## config.mk

```make
export PLATFORM = sky130hd
export DESIGN_NAME = sha256_stream_hasher_flat
export DESIGN_NICKNAME = d
export VERILOG_FILES = /design/src/rtl/core/sha_pkg.sv /design/src/rtl/core/sha_if.sv /design/src/rtl/core/sha_round.sv /design/src/rtl/core/sha256_stream_hasher.sv /design/src/flat_wrapper.sv
export SDC_FILE = /design/constraint.sdc
export NUM_CORES = 2
export LEC_CHECK = 0
export ABC_CLOCK_PERIOD_IN_PS = 19000
export CORE_MARGIN = 10
export CORE_UTILIZATION = 35
export DETAILED_ROUTE_END_ITERATION = 10
export DONT_BUFFER_PORTS = 1
export SETUP_SLACK_MARGIN = 0.3
export SLEW_MARGIN = 30
export SYNTH_ARGS = -nofsm -noshare
export SYNTH_HDL_FRONTEND = slang
export SYNTH_SLANG_ARGS = --single-unit
export TNS_END_PERCENT = 5
```

## constraint.sdc

```tcl
create_clock -name clk_i -period 19 [get_ports clk_i]
set_clock_uncertainty 0.05 [all_clocks]
set_input_delay 3.8 -clock clk_i [delete_from_list [all_inputs] [get_ports clk_i]]
set_output_delay 3.8 -clock clk_i [all_outputs]
set_load 0.01 [all_outputs]
```

## src/rtl/core/sha_pkg.sv

```systemverilog
`timescale 1ns / 1ps
`default_nettype none
// ----------------------------------------------------------------------------
// sha_pkg
// Shared types and constant tables for the streaming SHA-256 hasher.
// ----------------------------------------------------------------------------
package sha_pkg;

  typedef logic [31:0] word_t;
  // Working / chaining vector, index 0 is word a (most significant digest word)
  typedef word_t [7:0] hvec_t;

  localparam logic [7:0] PAD_BYTE = 8'h80;

  localparam word_t ROUND_K [64] = '{
    32'h428a2f98, 32'h71374491, 32'hb5c0fbcf, 32'he9b5dba5,
    32'h3956c25b, 32'h59f111f1, 32'h923f82a4, 32'hab1c5ed5,
    32'hd807aa98, 32'h12835b01, 32'h243185be, 32'h550c7dc3,
    32'h72be5d74, 32'h80deb1fe, 32'h9bdc06a7, 32'hc19bf174,
    32'he49b69c1, 32'hefbe4786, 32'h0fc19dc6, 32'h240ca1cc,
    32'h2de92c6f, 32'h4a7484aa, 32'h5cb0a9dc, 32'h76f988da,
    32'h983e5152, 32'ha831c66d, 32'hb00327c8, 32'hbf597fc7,
    32'hc6e00bf3, 32'hd5a79147, 32'h06ca6351, 32'h14292967,
    32'h27b70a85, 32'h2e1b2138, 32'h4d2c6dfc, 32'h53380d13,
    32'h650a7354, 32'h766a0abb, 32'h81c2c92e, 32'h92722c85,
    32'ha2bfe8a1, 32'ha81a664b, 32'hc24b8b70, 32'hc76c51a3,
    32'hd192e819, 32'hd6990624, 32'hf40e3585, 32'h106aa070,
    32'h19a4c116, 32'h1e376c08, 32'h2748774c, 32'h34b0bcb5,
    32'h391c0cb3, 32'h4ed8aa4a, 32'h5b9cca4f, 32'h682e6ff3,
    32'h748f82ee, 32'h78a5636f, 32'h84c87814, 32'h8cc70208,
    32'h90befffa, 32'ha4506ceb, 32'hbef9a3f7, 32'hc67178f2
  };

  localparam word_t INIT_H [8] = '{
    32'h6a09e667, 32'hbb67ae85, 32'h3c6ef372, 32'ha54ff53a,
    32'h510e527f, 32'h9b05688c, 32'h1f83d9ab, 32'h5be0cd19
  };

endpackage
`default_nettype wire

```

## src/rtl/core/sha_if.sv

```systemverilog
`timescale 1ns / 1ps
`default_nettype none
// ----------------------------------------------------------------------------
// sha_if
// Valid/ready channels for message bytes in and digest words out.
// ----------------------------------------------------------------------------
interface sha_in_if;
  logic       valid;
  logic       ready;
  logic [7:0] data_byte;
  logic       has_byte;
  logic       end_of_message;

  modport source (output valid, output data_byte, output has_byte,
                  output end_of_message, input ready);
  modport sink   (input valid, input data_byte, input has_byte,
                  input end_of_message, output ready);
endinterface

interface sha_out_if;
  logic        valid;
  logic        ready;
  logic [31:0] digest_word;
  logic [2:0]  word_index;
  logic        last_word;

  modport source (output valid, output digest_word, output word_index,
                  output last_word, input ready);
  modport sink   (input valid, input digest_word, input word_index,
                  input last_word, output ready);
endinterface
`default_nettype wire

```

## src/rtl/core/sha_round.sv

```systemverilog
`timescale 1ns / 1ps
`default_nettype none
// ----------------------------------------------------------------------------
// sha_round
// One SHA-256 compression round and the message schedule expansion word.
// ----------------------------------------------------------------------------
module sha_round (
  input  wire sha_pkg::hvec_t v_i,
  input  wire sha_pkg::word_t k_i,
  input  wire sha_pkg::word_t w_i,
  input  wire sha_pkg::word_t w_m16_i,
  input  wire sha_pkg::word_t w_m15_i,
  input  wire sha_pkg::word_t w_m7_i,
  input  wire sha_pkg::word_t w_m2_i,
  output sha_pkg::hvec_t v_o,
  output sha_pkg::word_t sched_o
);
  import sha_pkg::*;

  function automatic word_t rotr(input word_t x, input int unsigned n);
    return (x >> n) | (x << (32 - n));
  endfunction

  word_t big_s0, big_s1, ch, maj, t1, t2, sm_s0, sm_s1;

  always_comb begin
    big_s1 = rotr(v_i[4], 6) ^ rotr(v_i[4], 11) ^ rotr(v_i[4], 25);
    big_s0 = rotr(v_i[0], 2) ^ rotr(v_i[0], 13) ^ rotr(v_i[0], 22);
    ch     = (v_i[4] & v_i[5]) ^ (~v_i[4] & v_i[6]);
    maj    = (v_i[0] & v_i[1]) ^ (v_i[0] & v_i[2]) ^ (v_i[1] & v_i[2]);
    t1     = v_i[7] + big_s1 + ch + k_i + w_i;
    t2     = big_s0 + maj;

    v_o[0] = t1 + t2;
    v_o[1] = v_i[0];
    v_o[2] = v_i[1];
    v_o[3] = v_i[2];
    v_o[4] = v_i[3] + t1;
    v_o[5] = v_i[4];
    v_o[6] = v_i[5];
    v_o[7] = v_i[6];

    sm_s0   = rotr(w_m15_i, 7) ^ rotr(w_m15_i, 18) ^ (w_m15_i >> 3);
    sm_s1   = rotr(w_m2_i, 17) ^ rotr(w_m2_i, 19) ^ (w_m2_i >> 10);
    sched_o = w_m16_i + sm_s0 + w_m7_i + sm_s1;
  end

endmodule
`default_nettype wire

```

## src/rtl/core/sha256_stream_hasher.sv

```systemverilog
`timescale 1ns / 1ps
`default_nettype none
// ----------------------------------------------------------------------------
// sha256_stream_hasher
// Streaming SHA-256: one message byte per input item, eight digest words out.
// ----------------------------------------------------------------------------
// Usage:
//   in_ch_i  : one item per cycle while ready is high. has_byte marks a valid
//              data_byte; end_of_message closes the message after its byte.
//   out_ch_o : eight items per message, word_index 0..7, last_word on 7.
// Timing:
//   A byte that does not complete a block is taken while the hasher stays
//   idle. Bytes are packed into 32-bit words held in a 16-entry block memory.
//   Every 64th byte starts a compression: ST_CLOAD reads the chain memory
//   into the working registers, 64 rounds run (one per cycle through the
//   round unit), and ST_CADD adds the result back into the chain memory.
//   End of message: one or two padding passes of up to 16 word writes
//   each, each followed by a compression, then each digest word is read
//   from the chain memory, loaded and held until the receiver is ready.
//   in_ch_i.ready is low during a compression and from end of message until
//   the last digest word is taken; a stalled receiver holds the output word.
// Reset:
//   Clears the chain valid bits so the chain memory reads as the initial
//   hash, and zeroes the fill and bit counters. No clearing pass is needed;
//   the same happens after each digest so the next message starts fresh.
// ----------------------------------------------------------------------------
module sha256_stream_hasher (
  input  wire logic  clk_i,
  input  wire logic  rst_ni,
  sha_in_if.sink     in_ch_i,
  sha_out_if.source  out_ch_o
);
  import sha_pkg::*;

  typedef enum logic [2:0] {
    ST_IDLE, ST_PAD, ST_CLOAD, ST_ROUND, ST_CADD, ST_OUT_RD, ST_OUT_LD, ST_OUT_WAIT
  } state_e;

  localparam logic [3:0] CNT_LAST = 4'd8;

  state_e        state_q, state_d;
  logic [5:0]    fill_q, fill_d;
  logic [23:0]   acc_q, acc_d;       // earlier bytes of the word being packed
  logic [63:0]   bitcnt_q, bitcnt_d;
  logic [3:0]    cnt_q, cnt_d;       // chain read/add sweep
  logic [5:0]    rnd_q, rnd_d;
  logic [3:0]    wp_q, wp_d;         // padding word pointer
  logic          first_q, first_d;   // next pad word carries the 0x80
  logic          len_q, len_d;       // this pad pass ends with the length
  logic          pad_pend_q, pad_pend_d;
  logic          pad2_q, pad2_d;
  logic          final_q, final_d;
  logic [2:0]    oidx_q, oidx_d;
  logic          out_valid_q, out_valid_d;
  word_t         out_word_q, out_word_d;
  hvec_t         v_q, v_d;
  word_t [15:0]  w_q, w_d;           // schedule window, 0 is oldest
  logic [7:0]    cv_vld_q, cv_vld_d;

  // block memory
  word_t         blk_mem [16];
  logic          blk_we;
  logic [3:0]    blk_waddr, blk_raddr;
  word_t         blk_wdata, blk_rdata_q;

  // chain memory
  word_t         cv_mem [8];
  logic          cv_we;
  logic [2:0]    cv_waddr, cv_raddr, cv_raddr_q;
  word_t         cv_wdata, cv_rdata_q, cv_eff;
  logic          cv_rvld_q;

  hvec_t         v_next;
  word_t         sched_w, round_w, pad_word;
  logic          in_acc;

  always_ff @(posedge clk_i) begin
    if (blk_we) begin
      blk_mem[blk_waddr] <= blk_wdata;
    end
    blk_rdata_q <= blk_mem[blk_raddr];
  end

  always_ff @(posedge clk_i) begin
    if (cv_we) begin
      cv_mem[cv_waddr] <= cv_wdata;
    end
    cv_rdata_q <= cv_mem[cv_raddr];
    cv_rvld_q  <= cv_vld_q[cv_raddr];
    cv_raddr_q <= cv_raddr;
  end

  // never-written chain entries read as the initial hash
  assign cv_eff = cv_rvld_q ? cv_rdata_q : INIT_H[cv_raddr_q];

  assign round_w = (rnd_q < 6'd16) ? blk_rdata_q : sched_w;

  sha_round u_round (
    .v_i     (v_q),
    .k_i     (ROUND_K[rnd_q]),
    .w_i     (round_w),
    .w_m16_i (w_q[0]),
    .w_m15_i (w_q[1]),
    .w_m7_i  (w_q[9]),
    .w_m2_i  (w_q[14]),
    .v_o     (v_next),
    .sched_o (sched_w)
  );

  always_comb begin
    unique case (fill_q[1:0])
      2'd0:    pad_word = {PAD_BYTE, 24'h000000};
      2'd1:    pad_word = {acc_q[7:0], PAD_BYTE, 16'h0000};
      2'd2:    pad_word = {acc_q[15:0], PAD_BYTE, 8'h00};
      default: pad_word = {acc_q[23:0], PAD_BYTE};
    endcase
  end

  assign in_ch_i.ready = (state_q == ST_IDLE);
  assign in_acc        = in_ch_i.valid && in_ch_i.ready;

  always_comb begin
    state_d     = state_q;
    fill_d      = fill_q;
    acc_d       = acc_q;
    bitcnt_d    = bitcnt_q;
    cnt_d       = cnt_q;
    rnd_d       = rnd_q;
    wp_d        = wp_q;
    first_d     = first_q;
    len_d       = len_q;
    pad_pend_d  = pad_pend_q;
    pad2_d      = pad2_q;
    final_d     = final_q;
    oidx_d      = oidx_q;
    out_valid_d = out_valid_q;
    out_word_d  = out_word_q;
    v_d         = v_q;
    w_d         = w_q;
    cv_vld_d    = cv_vld_q;

    blk_we    = 1'b0;
    blk_waddr = fill_q[5:2];
    blk_wdata = {acc_q, in_ch_i.data_byte};
    blk_raddr = (state_q == ST_ROUND) ? (rnd_q[3:0] + 4'd1) : 4'd0;

    cv_we    = 1'b0;
    cv_waddr = cnt_q[2:0] - 3'd1;
    cv_wdata = cv_eff + v_q[0];
    cv_raddr = (state_q == ST_OUT_RD) ? oidx_q : cnt_q[2:0];

    unique case (state_q)
      ST_IDLE: begin
        if (in_acc) begin
          if (in_ch_i.has_byte) begin
            acc_d    = {acc_q[15:0], in_ch_i.data_byte};
            fill_d   = fill_q + 6'd1;
            bitcnt_d = bitcnt_q + 64'd8;
            blk_we   = (fill_q[1:0] == 2'b11);
          end
          if (in_ch_i.has_byte && (fill_q == 6'd63)) begin
            state_d    = ST_CLOAD;
            cnt_d      = '0;
            pad_pend_d = in_ch_i.end_of_message;
          end else if (in_ch_i.end_of_message) begin
            state_d = ST_PAD;
            wp_d    = fill_d[5:2];
            first_d = 1'b1;
            len_d   = (fill_d < 6'd56);
          end
        end
      end

      ST_PAD: begin
        blk_we    = 1'b1;
        blk_waddr = wp_q;
        if (first_q) begin
          blk_wdata = pad_word;
        end else if (len_q && (wp_q == 4'd14)) begin
          blk_wdata = bitcnt_q[63:32];
        end else if (len_q && (wp_q == 4'd15)) begin
          blk_wdata = bitcnt_q[31:0];
        end else begin
          blk_wdata = '0;
        end
        first_d = 1'b0;
        if (wp_q == 4'd15) begin
          state_d    = ST_CLOAD;
          cnt_d      = '0;
          pad_pend_d = 1'b0;
          final_d    = len_q;
          pad2_d     = !len_q;
        end else begin
          wp_d = wp_q + 4'd1;
        end
      end

      ST_CLOAD: begin
        if (cnt_q != 4'd0) begin
          v_d = {cv_eff, v_q[7:1]};
        end
        if (cnt_q == CNT_LAST) begin
          state_d = ST_ROUND;
          rnd_d   = '0;
        end else begin
          cnt_d = cnt_q + 4'd1;
        end
      end

      ST_ROUND: begin
        v_d   = v_next;
        w_d   = {round_w, w_q[15:1]};
        rnd_d = rnd_q + 6'd1;
        if (rnd_q == 6'd63) begin
          state_d = ST_CADD;
          cnt_d   = '0;
        end
      end

      ST_CADD: begin
        if (cnt_q != 4'd0) begin
          cv_we              = 1'b1;
          cv_vld_d[cv_waddr] = 1'b1;
          v_d                = {v_q[0], v_q[7:1]};
        end
        if (cnt_q == CNT_LAST) begin
          if (final_q) begin
            state_d = ST_OUT_RD;
            oidx_d  = '0;
            final_d = 1'b0;
          end else if (pad_pend_q) begin
            // message ended on a block boundary: pad a fresh block
            state_d    = ST_PAD;
            pad_pend_d = 1'b0;
            wp_d       = '0;
            first_d    = 1'b1;
            len_d      = 1'b1;
          end else if (pad2_q) begin
            // length did not fit: an all-zero block with the length
            state_d = ST_PAD;
            pad2_d  = 1'b0;
            wp_d    = '0;
            first_d = 1'b0;
            len_d   = 1'b1;
          end else begin
            state_d = ST_IDLE;
          end
        end else begin
          cnt_d = cnt_q + 4'd1;
        end
      end

      ST_OUT_RD: begin
        state_d = ST_OUT_LD;
      end

      ST_OUT_LD: begin
        out_word_d  = cv_eff;
        out_valid_d = 1'b1;
        state_d     = ST_OUT_WAIT;
      end

      ST_OUT_WAIT: begin
        if (out_ch_o.ready) begin
          out_valid_d = 1'b0;
          if (oidx_q == 3'd7) begin
            state_d  = ST_IDLE;
            cv_vld_d = '0;
            fill_d   = '0;
            bitcnt_d = '0;
          end else begin
            oidx_d  = oidx_q + 3'd1;
            state_d = ST_OUT_RD;
          end
        end
      end

      default: begin
        state_d = ST_IDLE;
      end
    endcase
  end

  always_ff @(posedge clk_i or negedge rst_ni) begin
    if (!rst_ni) begin
      state_q     <= ST_IDLE;
      fill_q      <= '0;
      bitcnt_q    <= '0;
      cnt_q       <= '0;
      rnd_q       <= '0;
      wp_q        <= '0;
      first_q     <= 1'b0;
      len_q       <= 1'b0;
      pad_pend_q  <= 1'b0;
      pad2_q      <= 1'b0;
      final_q     <= 1'b0;
      oidx_q      <= '0;
      out_valid_q <= 1'b0;
      cv_vld_q    <= '0;
    end else begin
      state_q     <= state_d;
      fill_q      <= fill_d;
      bitcnt_q    <= bitcnt_d;
      cnt_q       <= cnt_d;
      rnd_q       <= rnd_d;
      wp_q        <= wp_d;
      first_q     <= first_d;
      len_q       <= len_d;
      pad_pend_q  <= pad_pend_d;
      pad2_q      <= pad2_d;
      final_q     <= final_d;
      oidx_q      <= oidx_d;
      out_valid_q <= out_valid_d;
      cv_vld_q    <= cv_vld_d;
    end
  end

  // payload registers, no reset
  always_ff @(posedge clk_i) begin
    acc_q      <= acc_d;
    out_word_q <= out_word_d;
    v_q        <= v_d;
    w_q        <= w_d;
  end

  assign out_ch_o.valid       = out_valid_q;
  assign out_ch_o.digest_word = out_word_q;
  assign out_ch_o.word_index  = oidx_q;
  assign out_ch_o.last_word   = (oidx_q == 3'd7);

  // no new bytes while a digest word is pending
  a_no_in_during_out: assert property (@(posedge clk_i) disable iff (!rst_ni)
    !(in_ch_i.ready && out_valid_q))
    else $error("input taken while digest word pending");

  // digest only goes out once all padding passes are done
  a_out_after_pad: assert property (@(posedge clk_i) disable iff (!rst_ni)
    out_valid_q |-> !(pad_pend_q || pad2_q || final_q))
    else $error("digest word with padding still pending");

  a_round_to_add: assert property (@(posedge clk_i) disable iff (!rst_ni)
    (state_q == ST_ROUND && rnd_q == 6'd63) |=> (state_q == ST_CADD))
    else $error("round loop did not hand over to chain update");

  // last digest word restarts the message
  a_restart: assert property (@(posedge clk_i) disable iff (!rst_ni)
    (state_q == ST_OUT_WAIT && out_ch_o.ready && oidx_q == 3'd7)
    |=> (cv_vld_q == 8'd0 && bitcnt_q == 64'd0 && fill_q == 6'd0))
    else $error("state not returned to start of message");

endmodule
`default_nettype wire
```

## src/flat_wrapper.sv

```systemverilog
// flat-port wrapper written by rule: the top's interface ports become plain ports
module sha256_stream_hasher_flat import sha_pkg::*;
  (clk_i, rst_ni, in_ch_i_valid, in_ch_i_data_byte, in_ch_i_has_byte, in_ch_i_end_of_message, in_ch_i_ready, out_ch_o_valid, out_ch_o_digest_word, out_ch_o_word_index, out_ch_o_last_word, out_ch_o_ready);
  sha_in_if in_ch_i_i ();
  sha_out_if out_ch_o_i ();
  input  wire logic clk_i;
  input  wire logic rst_ni;
  input wire logic [$bits(in_ch_i_i.valid)-1:0] in_ch_i_valid;
  input wire logic [$bits(in_ch_i_i.data_byte)-1:0] in_ch_i_data_byte;
  input wire logic [$bits(in_ch_i_i.has_byte)-1:0] in_ch_i_has_byte;
  input wire logic [$bits(in_ch_i_i.end_of_message)-1:0] in_ch_i_end_of_message;
  output wire logic [$bits(in_ch_i_i.ready)-1:0] in_ch_i_ready;
  output wire logic [$bits(out_ch_o_i.valid)-1:0] out_ch_o_valid;
  output wire logic [$bits(out_ch_o_i.digest_word)-1:0] out_ch_o_digest_word;
  output wire logic [$bits(out_ch_o_i.word_index)-1:0] out_ch_o_word_index;
  output wire logic [$bits(out_ch_o_i.last_word)-1:0] out_ch_o_last_word;
  input wire logic [$bits(out_ch_o_i.ready)-1:0] out_ch_o_ready;
  assign in_ch_i_i.valid = in_ch_i_valid;
  assign in_ch_i_i.data_byte = in_ch_i_data_byte;
  assign in_ch_i_i.has_byte = in_ch_i_has_byte;
  assign in_ch_i_i.end_of_message = in_ch_i_end_of_message;
  assign in_ch_i_ready = in_ch_i_i.ready;
  assign out_ch_o_valid = out_ch_o_i.valid;
  assign out_ch_o_digest_word = out_ch_o_i.digest_word;
  assign out_ch_o_word_index = out_ch_o_i.word_index;
  assign out_ch_o_last_word = out_ch_o_i.last_word;
  assign out_ch_o_i.ready = out_ch_o_ready;
  sha256_stream_hasher u_core (.clk_i(clk_i), .rst_ni(rst_ni), .in_ch_i(in_ch_i_i), .out_ch_o(out_ch_o_i));
endmodule
```

==> impl.org <==
** Outcome
- The run finished with clean final reports.

** Logic synthesis
- Asr flop ratio synth :: 5.735%
- After synthesis, flip-flops and latches occupy 60.84% of the total area.
- Number of synthesized register bits :: 1761
- Counting every net in the synthesized netlist gives 7363.
- Top cells by count, synth :: sky130_fd_sc_hd__edfxtp_1, sky130_fd_sc_hd__nand2_1, sky130_fd_sc_hd__o21ai_0
- Number of flops mapped to enable cells by yosys :: 1592
- Summed over its instances, the top area cell type makes up 56.26% of the synthesized netlist area.
- The Yosys step of the flow raised 0 warnings.
- Synthesized area :: 0.08497 mm2
- After synthesis, the mean cell area works out to 12.21 um2.
- sky130_fd_sc_hd__edfxtp_1 is the most common cell in the netlist.
- Top FF cell, synth :: sky130_fd_sc_hd__edfxtp_1
- Synthesis produced a netlist whose cell count is 6960.
- The biggest area contributor in the post-synthesis netlist is sky130_fd_sc_hd__edfxtp_1.
- Counting distinct cell types in the post-synthesis netlist gives 90.
- Cell types with the largest area share after synthesis :: sky130_fd_sc_hd__edfxtp_1, sky130_fd_sc_hd__nand2_1, sky130_fd_sc_hd__fa_1

** Detailed routing
- After detailed routing, the average wire length per cell comes to 24.41 um.
- The routed layout has 55430 vias.
- For this run, design rule violations remaining after detail routing come to 0.
- The detail route stage leaves a number of antenna-violating nets equal to 0.
- Vias per inst :: 5.431
- The first routing iteration left 6110 violations.
- Total Wirelength :: 249.1 mm
- The pre-antenna-repair detailed-routing pass consisted of 8 iterations.

** Timing
- The clock period could shrink to 11.16 ns.
- Setup violations remaining at the end of the flow were counted as 0.
- In this run the tightest slew margin relative to its limit is 27.17%.
- For this run, the top clock speed supported by timing is 89.57 MHz.
- Slew at the pin closest to its max-slew limit :: 1.085 ns
- In the finished design, the share of the clock period the worst path needs comes to 58.76%.
- Number of hold violations in the final report :: 0
- The count of final max-slew check failures is 0.
- Setup repair after global routing left no endpoint under its margin.
- Final sum of negative setup slack :: 0 ns

** Floorplan
- Pin placement for this block handled 52 I/O pins.
- The die covers 0.2629 mm2.
- The die is 512.7 um wide.
- The core region is 0.2410 mm2.
- Starting density of the core :: 35.26%
- Row generation in the floorplan step produced 180 rows.
- Measured along the y axis, the die boundary spans 512.7 um.

** Critical path
- Worst EP arrival :: 11.79 ns
- Crit-path most repeated cell :: sky130_fd_sc_hd__fa_1
- Required time worst endpoint :: 19.63 ns
- Type of the worst setup path :: reg -> reg
- Cell with the largest stage delay on the worst path :: sky130_fd_sc_hd__dfrtp_4
- For this run, the slowest stage of the critical path takes 0.73 ns.
- Critical Path End Type :: flip-flop
- CP Launch Type :: flip-flop
- Maximum fanout along the worst path :: 43

** Clocking
- After clock tree synthesis, the clock-pin slew on the worst setup and hold paths is 0.06 ns.
- In this run, post-CTS hold repair placed 0 buffers.
- TritonCTS built the clock tree.
- The clock tree synthesis step divided the H-tree into 4 levels.
- CTS-repair resized insts :: 0
- Post-CTS setup buffer count :: 0
- Number of clock sinks :: 1761
- The tree is rooted in a sky130_fd_sc_hd__clkbuf_16.
- Clock buffers created by TritonCTS :: 184
- For the worst-skew pair, the clock arrives at the later sink with an insertion delay of 0.87 ns.
- The clock passes through at most 3 buffers.

** Place
- Placer Congestion :: 0.9535
- Port Buffers :: 0
- Detailed placement finished with a half-perimeter wire length of 167.8 mm.

** Global routing
- Entering global routing, the biggest net connects 182 pins.
- The number of global-route vias before repair is 52620.
- GRT Util Overall :: 18.24%
- The first global-routing pass estimated 364.3 mm of wire.
- Global-route congestion overflow total :: 0
- The initial antenna violation count is 7.

** Cells and area
- The filler cells instantiated in the layout total 22830.
- In the final design database the tool counted 7261 nets.
- Layout overhead on the synthesized area :: 11.53%
- Fraction of final layout cells with drive strength greater than 1 :: 8.350%

** Flow run
- Number of max-capacitance violations reported :: 0

** Min path
- The tightest min-delay check is of the reg -> reg type.
[flip-flops by register name, indices dropped and copies added, names as in the netlist, 8 cells and up]
register,flops
u_core.acc_q,24
u_core.bitcnt_q,61
u_core.blk_mem,512
u_core.blk_rdata_q,32
u_core.cv_mem,256
u_core.cv_rdata_q,32
u_core.cv_vld_q,8
u_core.out_ch_o.digest_word,32
u_core.v_q,256
u_core.w_q,512
[worst max-delay path: cells and delay by family (launching register included)]
kind | cells | cell delay (ns)
fa+ha+maj | 9 | 4.03
compound gates | 14 | 3.66
buf+inv | 5 | 0.90
simple gates | 5 | 0.83
flops | 1 | 0.73
mux | 1 | 0.50
xor+xnor | 1 | 0.25
[worst paths after layout]
path,endpoint,start,cells after the start,slack [ns]
max in group asynchronous,u_core.rnd_q[5],rst_ni,0,16.14
min reg2reg,u_core.w_q[454],u_core.w_q[486],0,0.34
max,u_core.v_q[31],u_core.rnd_q[0],35,7.84
min in group asynchronous,u_core.bitcnt_q[29],rst_ni,0,2.59
min,u_core.w_q[454],u_core.w_q[486],0,0.34
max reg2reg,u_core.v_q[31],u_core.rnd_q[0],35,7.84
[cell type report]
class / count / area, um2 / area share (%)
sequential: 1761 / 51710 / 54.56
multi-input combinational: 4452 / 30790 / 32.49
clock buffer: 238 / 4880 / 5.149
tap: 3185 / 3985 / 4.205
inverter: 348 / 1315 / 1.388
clock inverter: 108 / 1157 / 1.221
timing repair buffer: 111 / 927.1 / 0.9783
antenna: 2 / 5.005 / 0.005281
[layout by cell type, fill, tap and decap left out, types with 59 or more instances in the layout]
cell type	n
sky130_fd_sc_hd__mux2i_1	150
sky130_fd_sc_hd__buf_4	101
sky130_fd_sc_hd__inv_1	344
sky130_fd_sc_hd__xor2_1	141
sky130_fd_sc_hd__ha_1	199
sky130_fd_sc_hd__fa_1	188
sky130_fd_sc_hd__edfxtp_1	1592
sky130_fd_sc_hd__dfrtp_1	95
sky130_fd_sc_hd__clkbuf_16	186
sky130_fd_sc_hd__a221oi_1	59
sky130_fd_sc_hd__and3_1	72
sky130_fd_sc_hd__xnor2_1	287
sky130_fd_sc_hd__nand3_1	274
sky130_fd_sc_hd__nand2_1	1059
sky130_fd_sc_hd__nor2_1	230
sky130_fd_sc_hd__o21ai_0	448
sky130_fd_sc_hd__a21oi_1	390
sky130_fd_sc_hd__dfxtp_1	68
sky130_fd_sc_hd__a21o_1	99
sky130_fd_sc_hd__mux2_2	108
[metal layers]
metal  share of wire, %  GRT usage, %
met1                 45         26.31
met2                 46         28.37
met3                6.8         2.915
met4                2.8         5.243
met5                  0             0
[per-stage QoR]
step	area [um2]	cells	utilization (%)	worst slack, ns	hold slack [ns]
floorplan	84970	6960	-	2.250	0.3503
global placement	88610	9853	36.77	8.158	0.3505
detailed placement	88640	9854	36.78	8.031	0.3545
CTS	94680	10200	39.29	8.011	0.3294
global route	94770	10200	39.33	7.357	0.3375
finish	94770	10210	39.33	7.835	0.3375
[cells by family (layout without fill, tap and decap cells)]
kind of cell,count (synthesis),after routing,synth area share (%)
multiplexers,271,271,3.484
other,0,2,0
AND/OR/NAND/NOR,1909,1909,9.854
XOR/XNOR,430,430,4.448
AO/OA/AOI/OAI,1437,1437,10.48
adder cells (fa/ha/maj),405,405,7.577
buffers and inverters,747,805,3.325
flip-flops,1761,1761,60.84
Power is left out: the tool's default activity adds up to more than one toggle a clock period on the data nets, which glitch-free logic cannot reach.
